[src/design/console_bus_address_decoder_unit_macros.svh]
// Assertion macros shared by the console bus address decoder.
`ifndef CONSOLE_BUS_ADDRESS_DECODER_UNIT_MACROS_SVH
`define CONSOLE_BUS_ADDRESS_DECODER_UNIT_MACROS_SVH
`ifndef ASSERT_OFF
`define CBAD_ASSERT_IMPLIES(label, clk, rst_n, ante, cons) \
    label: assert property (@(posedge clk) disable iff (!rst_n) (ante) |-> (cons)) \
        else $error("implication check failed");
`define CBAD_ASSERT_NEXT(label, clk, rst_n, ante, cons) \
    label: assert property (@(posedge clk) disable iff (!rst_n) (ante) |=> (cons)) \
        else $error("next-cycle check failed");
`else
`define CBAD_ASSERT_IMPLIES(label, clk, rst_n, ante, cons)
`define CBAD_ASSERT_NEXT(label, clk, rst_n, ante, cons)
`endif
`endif

[src/design/cbad_pkg.sv]
// Types, constants and helper functions of the console bus address decoder.
package cbad_pkg;

    localparam int RAM_WORDS        = 2048;
    localparam int NAME_TABLE_WORDS = 1024;
    localparam int CART_WORDS       = 49120;
    localparam int PATTERN_WORDS    = 8192;
    localparam int PALETTE_WORDS    = 32;
    localparam int AUDIO_WORDS      = 23;
    localparam int VIDEO_REG_WORDS  = 8;

    localparam int RAM_AW        = $clog2(RAM_WORDS);
    localparam int CPU_MEM_WORDS = RAM_WORDS + CART_WORDS;
    localparam int CPU_AW        = $clog2(CPU_MEM_WORDS);
    localparam int VID_MEM_WORDS = PATTERN_WORDS + 4 * NAME_TABLE_WORDS + PALETTE_WORDS;
    localparam int VID_AW        = $clog2(VID_MEM_WORDS);
    localparam int NT_AW         = $clog2(4 * NAME_TABLE_WORDS);
    localparam int AUDIO_AW      = $clog2(AUDIO_WORDS);

    localparam logic [15:0] VIDEO_REG_BASE = 16'h2000;
    localparam logic [15:0] AUDIO_BASE     = 16'h4000;
    localparam logic [15:0] ZERO_REG_LO    = 16'h4017;
    localparam logic [15:0] ZERO_REG_HI    = 16'h4018;
    localparam logic [15:0] CART_BASE      = 16'h4020;
    localparam logic [15:0] PALETTE_BASE   = 16'h3F00;

    typedef enum logic [2:0] {
        OP_CPU_READ    = 3'd0,
        OP_CPU_WRITE   = 3'd1,
        OP_VID_READ    = 3'd2,
        OP_VID_WRITE   = 3'd3,
        OP_ADD_CYCLES  = 3'd4,
        OP_CLEAR_CYCLES = 3'd5
    } op_t;

    typedef enum logic [2:0] {
        SRC_NONE      = 3'd0,
        SRC_CPU_MEM   = 3'd1,
        SRC_VID_MEM   = 3'd2,
        SRC_VIDEO_REG = 3'd3,
        SRC_AUDIO_REG = 3'd4,
        SRC_SPARE     = 3'd5
    } source_t;

    typedef enum logic [2:0] {
        EV_CONTROL = 3'd0,
        EV_MASK    = 3'd1,
        EV_SCROLL  = 3'd2,
        EV_ADDRESS = 3'd3,
        EV_DATA    = 3'd4
    } event_kind_t;

    typedef struct packed {
        source_t             src;
        logic                is_write;
        logic [CPU_AW-1:0]   cpu_addr;
        logic [VID_AW-1:0]   vid_addr;
        logic [AUDIO_AW-1:0] reg_idx;
        logic                ev_valid;
        event_kind_t         ev_kind;
        logic                count_add;
        logic                count_clear;
    } decode_t;

    // Work RAM mirror: the address is below four times the RAM size.
    function automatic logic [RAM_AW-1:0] ram_index(input logic [12:0] a);
        logic [15:0] w;
        w = {3'b000, a};
        if (w >= 16'(3 * RAM_WORDS)) begin
            w = w - 16'(3 * RAM_WORDS);
        end
        else if (w >= 16'(2 * RAM_WORDS)) begin
            w = w - 16'(2 * RAM_WORDS);
        end
        else if (w >= 16'(RAM_WORDS)) begin
            w = w - 16'(RAM_WORDS);
        end
        return w[RAM_AW-1:0];
    endfunction

endpackage

[src/design/cbad_decode.sv]
// Address decoder for the CPU and video buses; it also flags the cycle-count commands.
module cbad_decode (
    input  logic [2:0]       op,
    input  logic [15:0]      address,
    output cbad_pkg::decode_t dec
);

    logic [15:0] cart_off;

    assign cart_off = address - cbad_pkg::CART_BASE + 16'(cbad_pkg::RAM_WORDS);

    always_comb
    begin
        dec             = '0;
        dec.src         = cbad_pkg::SRC_NONE;
        dec.ev_kind     = cbad_pkg::EV_CONTROL;
        case (op)
            cbad_pkg::OP_CPU_READ, cbad_pkg::OP_CPU_WRITE:
            begin
                dec.is_write = (op == cbad_pkg::OP_CPU_WRITE);
                if (address < cbad_pkg::VIDEO_REG_BASE)
                begin
                    dec.src      = cbad_pkg::SRC_CPU_MEM;
                    dec.cpu_addr = cbad_pkg::CPU_AW'(cbad_pkg::ram_index(address[12:0]));
                end
                else if (address < cbad_pkg::AUDIO_BASE)
                begin
                    dec.src     = cbad_pkg::SRC_VIDEO_REG;
                    dec.reg_idx = cbad_pkg::AUDIO_AW'(address[2:0]);
                    if (dec.is_write)
                    begin
                        case (address[2:0])
                            3'd0:
                            begin
                                dec.ev_valid = 1'b1;
                                dec.ev_kind  = cbad_pkg::EV_CONTROL;
                            end
                            3'd1:
                            begin
                                dec.ev_valid = 1'b1;
                                dec.ev_kind  = cbad_pkg::EV_MASK;
                            end
                            3'd5:
                            begin
                                dec.ev_valid = 1'b1;
                                dec.ev_kind  = cbad_pkg::EV_SCROLL;
                            end
                            3'd6:
                            begin
                                dec.ev_valid = 1'b1;
                                dec.ev_kind  = cbad_pkg::EV_ADDRESS;
                            end
                            3'd7:
                            begin
                                dec.ev_valid = 1'b1;
                                dec.ev_kind  = cbad_pkg::EV_DATA;
                            end
                            default:
                            begin
                                dec.ev_valid = 1'b0;
                            end
                        endcase
                    end
                end
                else if (address < cbad_pkg::ZERO_REG_LO)
                begin
                    dec.src     = cbad_pkg::SRC_AUDIO_REG;
                    dec.reg_idx = address[cbad_pkg::AUDIO_AW-1:0];
                end
                else if (address == cbad_pkg::ZERO_REG_LO || address == cbad_pkg::ZERO_REG_HI)
                begin
                    dec.src = cbad_pkg::SRC_NONE;
                end
                else if (address < cbad_pkg::CART_BASE)
                begin
                    dec.src = cbad_pkg::SRC_SPARE;
                end
                else
                begin
                    dec.src      = cbad_pkg::SRC_CPU_MEM;
                    dec.cpu_addr = cbad_pkg::CPU_AW'(cart_off);
                end
            end
            cbad_pkg::OP_VID_READ, cbad_pkg::OP_VID_WRITE:
            begin
                dec.is_write = (op == cbad_pkg::OP_VID_WRITE);
                if (address < cbad_pkg::VIDEO_REG_BASE)
                begin
                    dec.src      = cbad_pkg::SRC_VID_MEM;
                    dec.vid_addr = cbad_pkg::VID_AW'(address[12:0]);
                end
                else if (address < cbad_pkg::PALETTE_BASE)
                begin
                    dec.src      = cbad_pkg::SRC_VID_MEM;
                    dec.vid_addr = cbad_pkg::VID_AW'(cbad_pkg::PATTERN_WORDS)
                                   + cbad_pkg::VID_AW'(address[cbad_pkg::NT_AW-1:0]);
                end
                else if (address < cbad_pkg::AUDIO_BASE)
                begin
                    dec.src      = cbad_pkg::SRC_VID_MEM;
                    dec.vid_addr = cbad_pkg::VID_AW'(cbad_pkg::PATTERN_WORDS
                                   + 4 * cbad_pkg::NAME_TABLE_WORDS)
                                   + cbad_pkg::VID_AW'(address[4:0]);
                end
                else
                begin
                    dec.src = cbad_pkg::SRC_SPARE;
                end
            end
            cbad_pkg::OP_ADD_CYCLES:
            begin
                dec.count_add = 1'b1;
            end
            cbad_pkg::OP_CLEAR_CYCLES:
            begin
                dec.count_clear = 1'b1;
            end
            default:
            begin
                dec.src = cbad_pkg::SRC_NONE;
            end
        endcase
    end

endmodule

[config.mk]
export PLATFORM = sky130hd
export DESIGN_NAME = cbad_decode
export DESIGN_NICKNAME = d
export VERILOG_FILES = /design/src/design/console_bus_address_decoder_unit_macros.svh /design/src/design/cbad_pkg.sv /design/src/design/cbad_decode.sv
export SDC_FILE = /design/constraint.sdc
export NUM_CORES = 1
export LEC_CHECK = 0
export ABC_AREA = 0
export BUFFER_PORTS_ARGS = -buffer_cell sky130_fd_sc_hd__buf_2
export CORE_UTILIZATION = 41
export DETAILED_ROUTE_END_ITERATION = 8
export PLACE_DENSITY = 0.83
export SETUP_SLACK_MARGIN = 0.15
export SYNTH_ARGS = -nofsm -noshare
export SYNTH_HDL_FRONTEND = slang
export SYNTH_SLANG_ARGS = --single-unit
[constraint.sdc]
create_clock -name vclk -period 1.5
set_clock_uncertainty 0.1 [all_clocks]
set_input_delay 0.15 -clock vclk [all_inputs]
set_output_delay 0.15 -clock vclk [all_outputs]
set_load 0.1 [all_outputs]
==> results of run 1 <==
==> cells by family after synthesis <==
| kind of cell | Yosys count | synth area share [%] |
|---|---|---|
| xor gates and xnor gates | 9 | 10.11 |
| muxes | 1 | 1.445 |
| and+or+nand+nor | 86 | 62.76 |
| adders and majority gates | 1 | 1.605 |
| buffers and inverters | 9 | 4.656 |
| AOI/OAI and AO/OA | 20 | 19.42 |
==> through the flow <==
step / setup TNS, ns / instances / cell area [um^2] / setup WS [ns]
3_3_place_gp: -5.172 / 243 / 2285 / -0.2779
2_1_floorplan: -6.066 / 126 / 1101 / -0.5895
==> synth_stat cells (3+ instances only) <==
cell / number / share of area [%]
a21oi_1: 6 / 3.9
nand2b_1: 3 / 2.4
nand2_1: 11 / 5.3
nor2_1: 20 / 9.6
xnor2_1: 5 / 5.6
xor2_1: 4 / 4.5
nor3_1: 3 / 1.9
nand3_1: 3 / 1.9
clkbuf_1: 5 / 2.4
and2_1: 22 / 18
o21ai_0: 3 / 1.9
==> impl_results.md, run 1 <==
- RePlAce Congestion: 0.9206
- Register area share after synthesis: 0%
- DIE HEIGHT: 45.60 um
- Outcome: aborted with a tool error
- Synthesized area: 779.5 um^2
- Synth Area per Inst: 6.186 um^2
- Yosys cell types: 42
- Tool error: [ERROR DPL-0038] Utilization greater than 100%, impossible to legalize
- Mapped Nets: 146
- Cells after synthesis: 126
- I/O Buffers: 64
- I/O pins: 64
- Horiz. Die Dim: 45.60 um
- Rows: 15
- Exit stage: detailed placement (3_5_place_dp)
- YS warnings: 0
- Initial Util: 44.66%
==> inputs of run 2 (changes only) <==
--- a/config.mk
+++ b/config.mk
@@ -7,10 +7,10 @@
 export LEC_CHECK = 0
 export ABC_AREA = 0
 export BUFFER_PORTS_ARGS = -buffer_cell sky130_fd_sc_hd__buf_2
-export CORE_UTILIZATION = 41
+export CORE_AREA = 2 2 63 65
 export DETAILED_ROUTE_END_ITERATION = 8
-export PLACE_DENSITY = 0.83
-export SETUP_SLACK_MARGIN = 0.15
+export DIE_AREA = 0 0 65 67
+export PLACE_DENSITY_LB_ADDON = 0.15
 export SYNTH_ARGS = -nofsm -noshare
 export SYNTH_HDL_FRONTEND = slang
 export SYNTH_SLANG_ARGS = --single-unit
==> impl_results.md, run 2 <==
- Cell Int Power: 376.9 uW
- Finish-stage setup viols: 29
- Final Max Slew Viols: 0
- Final core utilization: 79.22%
- Cell area after placement: 2278 um^2
- GRT Resource Usage Total: 20.93%
- PwrDens: 313.7 nW/um^2
- Slew headroom: 78.08%
- Hold WS: 0.5410 ns
- Worst slew pin tran: 0.3259 ns
- Core area: 3606 um^2
- Worst Hold Launch: op[0]
- Clock share of power: 0%
- Unrepaired setup endpoints after global routing: yes
- FF/Latch Area: 0 um^2
- Final instance area: 2856 um^2
- Die ar.: 4355 um^2
- Top sig layer: met4
- Max_cap viols: 0
- Outcome: complete, but fails checks (was aborted with a tool error)
- Horiz. Die Dim: 65 um (was 45.60 um)
- Routed length on met3: 220 um
- Crit. Startpoint: address[9]
- Fill cells: 195
- Worst Setup Slack, final: -0.2030 ns
- Pin count of the biggest net entering global routing: 10
- Compound-Gate Fraction of Synth Area: 19.42% (unchanged)
- Hold Path Class: in2out
- Max Clk Rate: 587.2 MHz
- Yosys top cell area share: 17.66% (unchanged)
- Max VDD drop: 0.0001901 V
- Startpoint types: primary input
- First-pass GRT wire length: 7.224 mm
- Logic pwr share: 100.0%
- Register area share after synthesis: 0% (unchanged)
- Synth Area per Inst: 6.186 um^2 (unchanged)
- Critical path endpoint category: primary output
- Rows: 22 (was 15)
- Initial Util: 21.62% (was 44.66%)
- Mux contribution to synthesized area: 1.445% (unchanged)
- DR iter-0 viols: 48
- RePlAce Congestion: 0.8145 (was 0.9206)
- Routed vias: 1446
- Top cells by area, synth: and2_1, nor2_1, xnor2_1 (unchanged)
- Vias in the first global route: 1508
- Synth area leader: and2_1 (unchanged)
- Fin crit share: 113.5%
- Mapped Nets: 146 (unchanged)
- Tmin final: 1.703 ns
- Arrival time at the worst endpoint: 1.45 ns
- YS warnings: 0 (unchanged)
- Grt ovf: 0
- Nets: 260
- Sw Pwr: 519.3 uW
- CP required: 1.25 ns
- Synthesized area: 779.5 um^2 (unchanged)
- Initial antenna violation count: 0
- Final Hold Fails: 0
- Simple-gate share of the synthesized area: 62.76% (unchanged)
- Layout Area Growth over Synthesis: 266.5%
- Top-count cell post-synth: and2_1 (unchanged)
- I/O pins: 64 (unchanged)
- Commonest non-fill, non-tap cells in the layout: buf_12, buf_4, and2_4
- Largest family of logic cells by synthesized area: simple AND/OR/NAND/NOR gates (unchanged)
- Cell leakage power: 1.169 nW
- Yosys cell types: 42 (unchanged)
- # DRC: 0
- Share of layout cells above drive strength 1: 86.13%
- Leading cell type in the layout, fill and taps excluded: buf_12
- ANT nets after route: 0
- Flop pwr share: 0%
- XOR/XNOR Fraction of Synth Area: 10.11% (unchanged)
- Wl on met1: 2.011 mm
- HPWL Detailed: 3.186 mm
- Final Power: 896.2 uW
- WS Path Type: in2out
- Cells after synthesis: 126 (unchanged)
- Routed wire per std cell: 18.26 um
- Vias per cell: 5.056
- Clock Buffer Count: 0
- CP Max Fanout: 6
- Violated checks: negative setup slack
- First-pass DRT Iterations: 4
- Seq cells: 0
- DIE HEIGHT: 67 um (was 45.60 um)
- Diodes inserted: 0
- Final WL: 5.221 mm
- Post-synth top cells: and2_1, nor2_1, nand2_1, a21oi_1 (unchanged)
- Met2 WL: 2.914 mm
- Post-Synth Adder-Cell Area: 1.605% (unchanged)
- I/O Buffers: 64 (unchanged)
- Sw Ratio: 57.95%
## run 2: cell counts after synthesis
Identical to the previous run, type by type.
## run 2: routing by layer
layer / vias to the layer above / GRT usage (%)
met5: - / 0
met4: 0 / 2.660
met3: 10 / 1.858
met2: 56 / 40.98
met1: 722 / 25.05
li1: 658 / -
## run 2: worst paths after layout
check	endpoint	slack (ns)	cells past startpoint
max	dec[8]	-0.20	7
min	dec[1]	0.54	3
## run 2: worst max-delay path, cell delays in order
cell and delay [ns]:
buf_4 0.12, nor3_4 0.31, nand2_2 0.14, o31ai_2 0.23
buf_4 0.17, and2_4 0.15, buf_12 0.17
## run 2: through the flow
stage	std cells	TNS, ns	setup slack [ns]
global route	286	-5.267	-0.2542
floorplan	126	-6.024	-0.5896
global placement	266	-6.557	-0.2890
finish	286	-3.984	-0.2030
CTS	275	-4.140	-0.1852
detailed placement	266	-7.198	-0.3251
## run 2: layout make-up
class                      instances  area, um^2  area share (%)
tap                               48       60.06           2.102
multi-input combinational        117        1196           41.87
timing repair buffer             119        1588           55.58
inverter                           2       12.51          0.4380
## run 2: repair_timing
| action | in CTS | in global routing |
|---|---|---|
| gates resized for setup | 61 | 43 |
| setup endpoints to repair | 40 | 42 |
| buffers inserted | 10 | 13 |
| pin swaps | 29 | 36 |
| hold buffers | 0 | 0 |
## run 2: power groups by stage
stage | Clock, mW | Sequential [mW] | Combinational [mW]
global route | 0 | 0 | 0.923
finish | 0 | 0 | 0.896
global placement | 0 | 0 | 0.707
detailed placement | 0 | 0 | 0.720
floorplan | 0 | 0 | 0.447
CTS | 0 | 0 | 0.815
## run 2: cell families (layout without fill, tap and decap cells)
family          count (synthesis)  count (layout)
fa+ha+maj                       1               1
buf+inv                         9             121
simple gates                   86              86
xor+xnor                        9               9
mux                             1               1
compound gates                 20              20
Note: power is estimated with default switching activity, not from simulation.
==> inputs of run 3 (changes only) <==
--- a/config.mk
+++ b/config.mk
@@ -14,3 +14,4 @@
 export SYNTH_ARGS = -nofsm -noshare
 export SYNTH_HDL_FRONTEND = slang
 export SYNTH_SLANG_ARGS = --single-unit
+export TNS_END_PERCENT = 10
==> impl_results.md, run 3 (synthesized netlist as in run 2, its figures left out) <==
- Outcome: complete, but fails checks (unchanged)
- Violated checks: negative setup slack (unchanged)
- Leading cell type in the layout, fill and taps excluded: buf_12 (unchanged)
- Worst Hold Launch: op[0] (unchanged)
- Setup TNS Final: -3.354 ns (was -3.984 ns)
- Clock Buffer Count: 0 (unchanged)
- Critical path endpoint category: primary output (unchanged)
- DR iter-0 viols: 32 (was 48)
- Die ar.: 4355 um^2 (unchanged)
- I/O pins: 64 (unchanged)
- Max_cap viols: 0 (unchanged)
- First-pass DRT Iterations: 4 (unchanged)
- CP Max Fanout: 7 (was 6)
- Final Max Slew Viols: 0 (unchanged)
- Rows: 22 (unchanged)
- HPWL Detailed: 3.075 mm (was 3.186 mm)
- Final Power: 807.5 uW (was 896.2 uW)
- Finish-stage setup viols: 29 (unchanged)
- Cell leakage power: 1.032 nW (was 1.169 nW)
- I/O Buffers: 64 (unchanged)
- Worst slew pin tran: 0.3198 ns (was 0.3259 ns)
- Vias in the first global route: 1401 (was 1508)
- Placed cells: 267 (was 266)
- GRT Resource Usage Total: 19.30% (was 20.93%)
- First-pass GRT wire length: 6.706 mm (was 7.224 mm)
- Initial antenna violation count: 0 (unchanged)
- Diodes inserted: 0 (unchanged)
- Unrepaired setup endpoints after global routing: yes (unchanged)
- Routed vias: 1316 (was 1446)
- Max VDD drop: 0.0001467 V (was 0.0001901 V)
- Worst Setup Slack, final: -0.1947 ns (was -0.2030 ns)
- ANT nets after route: 0 (unchanged)
- Layout Cells excl Fill: 270 (was 286)
- DIE HEIGHT: 67 um (unchanged)
- Hold Path Class: in2out (unchanged)
- Core area: 3606 um^2 (unchanged)
- Max Clk Rate: 590.1 MHz (was 587.2 MHz)
- Startpoint types: primary input (unchanged)
- RePlAce Congestion: 0.8183 (was 0.8145)
- # DRC: 0 (unchanged)
- Vias per cell: 4.874 (was 5.056)
- CP required: 1.25 ns (about the same)
- PwrDens: 313.4 nW/um^2 (was 313.7 nW/um^2)
- Fin crit share: 113.0% (was 113.5%)
- Hold WS: 0.5432 ns (was 0.5410 ns)
- Crit. Startpoint: address[14] (was address[9])
- Layout Area Growth over Synthesis: 230.5% (was 266.5%)
- Share of layout cells above drive strength 1: 81.53% (was 86.13%)
- Final Hold Fails: 0 (unchanged)
- Routed wire per std cell: 15.44 um (was 18.26 um)
- Pin count of the biggest net entering global routing: 11 (was 10)
- Initial Util: 21.62% (unchanged)
- Arrival time at the worst endpoint: 1.44 ns (was 1.45 ns)
- Grt ovf: 0 (unchanged)
- Slew headroom: 78.68% (was 78.08%)
- Tmin final: 1.695 ns (was 1.703 ns)
- Horiz. Die Dim: 65 um (unchanged)
- FF/Latch Area: 0 um^2 (unchanged)
- Commonest non-fill, non-tap cells in the layout: buf_12, buf_4, and2_4 (unchanged)
- Nets: 244 (was 260)
- Final WL: 4.169 mm (was 5.221 mm)
- Seq cells: 0 (unchanged)
- WS Path Type: in2out (unchanged)
- Place WS: -0.3575 ns (was -0.3251 ns)
run 3: cell types whose count changed in the layout (fill, tap and decap cells not counted), moves of 2 or more:
cell     previous run  this run
nand2_4             3         1
nor2_4             15         6
nor2_2              2         9
a21oi_2             1         5
nor2_1              4         6
xnor2_1             3         5
xnor2_2             2         0
buf_4              42        31
buf_6              21        11
nand2_1             7         9
a21oi_4             5         2
buf_2               5        10
run 3: power by group:
part,internal [mW],total [mW],switching [mW]
Sequential,0,0,0
Clock,0,0,0
Combinational,0.327,0.807,0.480
run 3: final timing paths:
kind / cells after the start / to / slack, ns
setup / recovery: 7 / dec[31] / -0.19
hold / removal: 3 / dec[1] / 0.54
run 3: stage by stage:
step | area [um^2] | util, %
floorplan | 925.9 | -
global placement | 2186 | 60.62
detailed placement | 2186 | 60.62
CTS | 2529 | 70.12
global route | 2576 | 71.44
finish | 2576 | 71.44
run 3: area by class of cell:
| type | instances | area (um^2) |
|---|---|---|
| Fill cell | 243 | 1030 |
| Timing Repair Buffer | 103 | 1413 |
| Tap cell | 48 | 60.06 |
| Inverter | 2 | 12.51 |
| Multi-Input combinational cell | 117 | 1091 |
run 3: what timing repair did:
item | 4_1_cts | 5_1_grt
resized for setup | 83 | 10
buffers inserted | 2 | 1
pin swaps | 41 | 11
hold buffers | 0 | 0
endpoints found under the setup margin | 42 | 42
run 3: routing by layer:
layer	global-route usage, %	up-vias	wire length, um
li1	-	632	-
met1	21.64	628	1601
met2	38.14	46	2275
met3	2.534	10	201
met4	4.255	0	91
met5	0	-	0
run 3: critical path, cell delays in order:
cell and delay (ns):
buf_12 0.12, nor2_4 0.14, a21oi_2 0.05, a221o_2 0.38, buf_12 0.16, a211oi_4 0.22
buf_12 0.21
==> inputs of run 4 (changes only) <==
--- a/config.mk
+++ b/config.mk
@@ -7,6 +7,7 @@
 export LEC_CHECK = 0
 export ABC_AREA = 0
 export BUFFER_PORTS_ARGS = -buffer_cell sky130_fd_sc_hd__buf_2
+export CAP_MARGIN = 10
 export CORE_AREA = 2 2 63 65
 export DETAILED_ROUTE_END_ITERATION = 8
 export DIE_AREA = 0 0 65 67
==> constraint.sdc (replaced) <==
create_clock -name vclk -period 1.8
set_clock_uncertainty 0.1 [all_clocks]
set_input_delay 0.18 -clock vclk [all_inputs]
set_output_delay 0.18 -clock vclk [all_outputs]
set_load 0.1 [all_outputs]
==> impl_results.md, run 4 (synthesized netlist as in run 2, its figures left out) <==
- CP max stage cell: or3_4 (was a221o_2)
- Vias per cell: 4.658 (was 4.874)
- FF/Latch Area: 0 um^2 (unchanged)
- Core area: 3606 um^2 (unchanged)
- Place WS: -0.1189 ns (was -0.3575 ns)
- Worst Hold Launch: address[4] (was op[0])
- Cell leakage power: 0.9469 nW (was 1.032 nW)
- DIE HEIGHT: 67 um (unchanged)
- PwrDens: 265.2 nW/um^2 (was 313.4 nW/um^2)
- I/O Buffers: 64 (unchanged)
- Max stage delay on crit path: 0.42 ns (was 0.38 ns)
- Critical path endpoint category: primary output (unchanged)
- Initial antenna violation count: 0 (unchanged)
- GRT Resource Usage Total: 15.46% (was 19.30%)
- Arrival time at the worst endpoint: 1.54 ns (was 1.44 ns)
- CP Max Fanout: 6 (was 7)
- Grt ovf: 0 (unchanged)
- Max Clk Rate: 549.6 MHz
- Slew headroom: 67.90% (was 78.68%)
- Layout Area Growth over Synthesis: 196.3% (was 230.5%)
- Hold buffers post-CTS: 0 (unchanged)
- # DRC: 0 (unchanged)
- Tmin final: 1.820 ns
- Routed vias: 1239 (was 1316)
- Rows: 22 (unchanged)
- Pin count of the biggest net entering global routing: 11 (unchanged)
- ANT nets after route: 0 (unchanged)
- Worst hold path endpoint: dec[29] (was dec[1])
- Max_cap viols: 0 (unchanged)
- HPWL Detailed: 2.911 mm (was 3.075 mm)
- WS Path Type: in2out (unchanged)
- Initial Util: 21.62% (unchanged)
- Worst slew pin tran: 0.4849 ns (was 0.3198 ns)
- Final WL: 3.492 mm (was 4.169 mm)
- Diodes inserted: 0 (unchanged)
- RePlAce Congestion: 0.8469 (was 0.8183)
- Final instance area: 2310 um^2 (was 2576 um^2)
- Worst-path cell chain: buf_8, buf_6, or3_4, a21oi_4, a221o_2, buf_12, nor3_4, buf_12 (was buf_12, nor2_4, a21oi_2, a221o_2, buf_12, a211oi_4, buf_12)
- Nets: 240 (was 244)
- First-pass DRT Iterations: 4 (unchanged)
- Routed wire per std cell: 13.13 um (was 15.44 um)
- Finish-stage setup viols: 6 (was 29)
- Final Power: 612.5 uW (was 807.5 uW)
- Outcome: complete, but fails checks (unchanged)
- First-pass GRT wire length: 5.561 mm (was 6.706 mm)
- Seq cells: 0 (unchanged)
- CP top delay family: buffers and inverters (was compound AO/OA/AOI/OAI gates)
- Min-Delay Path Depth: 3 (unchanged)
- Crit-path most repeated cell: buf_12 (unchanged)
- Leading cell type in the layout, fill and taps excluded: buf_12 (unchanged)
- DR iter-0 viols: 24 (was 32)
- Fin crit share: 101.1%
- Final Max Slew Viols: 0 (unchanged)
- Crit path buffers/inverters: 4 (was 3)
- Horiz. Die Dim: 65 um (unchanged)
- Worst Setup Slack, final: -0.01952 ns (was -0.1947 ns)
- Commonest non-fill, non-tap cells in the layout: buf_12, buf_4, buf_2 (was buf_12, buf_4, and2_4)
- Startpoint types: primary input (unchanged)
- Vias in the first global route: 1218 (was 1401)
- Share of layout cells above drive strength 1: 68.35% (was 81.53%)
- I/O pins: 64 (unchanged)
- Hold Path Class: in2out (unchanged)
- Die ar.: 4355 um^2 (unchanged)
- Unrepaired setup endpoints after global routing: yes (unchanged)
- Final Hold Fails: 0 (unchanged)
- Cell area after placement: 2107 um^2 (was 2186 um^2)
- Clock Buffer Count: 0 (unchanged)
- CP required: 1.52 ns (was 1.25 ns)
- Max VDD drop: 0.0001495 V (was 0.0001467 V)
- Violated checks: negative setup slack (unchanged)
run 4: timing repair:
| action | CTS | global route |
|---|---|---|
| endpoints found under the setup margin | 19 | 28 |
| pin swaps | 11 | 12 |
| gates resized for setup | 18 | 22 |
| buffers inserted | 1 | 2 |
run 4: through the flow:
stage	hold WS, ns	utilization (%)	cells	TNS, ns
after floorplan	0.4446	-	126	-5.641
after global placement	0.6970	58.43	263	-0.5939
after detailed placement	0.7193	58.43	263	-1.186
after CTS	0.7144	61.03	264	-0.06988
after global routing	0.7305	64.05	266	-0.6854
final	0.7101	64.05	266	-0.06222
run 4: how the worst max path moves through the flow:
| stage | to | cells after the start | slack (ns) | from |
|---|---|---|---|---|
| 2_1_floorplan | dec[31] | 4 | -0.35 | op[1] |
| 3_3_place_gp | dec[10] | 7 | -0.05 | address[6] |
| 3_5_place_dp | dec[9] | 7 | -0.12 | address[6] |
| 4_1_cts | dec[8] | 7 | -0.02 | address[6] |
| 5_1_grt | dec[30] | 8 | -0.06 | address[6] |
| 6_report | dec[30] | 8 | -0.02 | address[6] |
run 4: metal layers:
layer	part of all wire [%]	wire length [um]	vias to the layer above	global-route usage, %
met3	5.3	186	0	1.520
met1	42	1480	582	19.64
li1	-	-	623	-
met4	0	0	0	0
met2	52	1826	34	29.64
met5	0	0	-	0
run 4: final cells by class:
cell class | count | area [um^2]
Fill cell | 282 | 1296
Inverter | 2 | 7.507
Multi-Input combinational cell | 117 | 973.4
Tap cell | 48 | 60.06
Timing Repair Buffer | 99 | 1269
run 4: report_power, final:
part	total, mW	switching, mW	internal, mW	leakage (nW)
clock	0	0	0	0
combinational	0.613	0.377	0.235	0.947
sequential	0	0	0	0
total	0.613	0.377	0.235	0.947
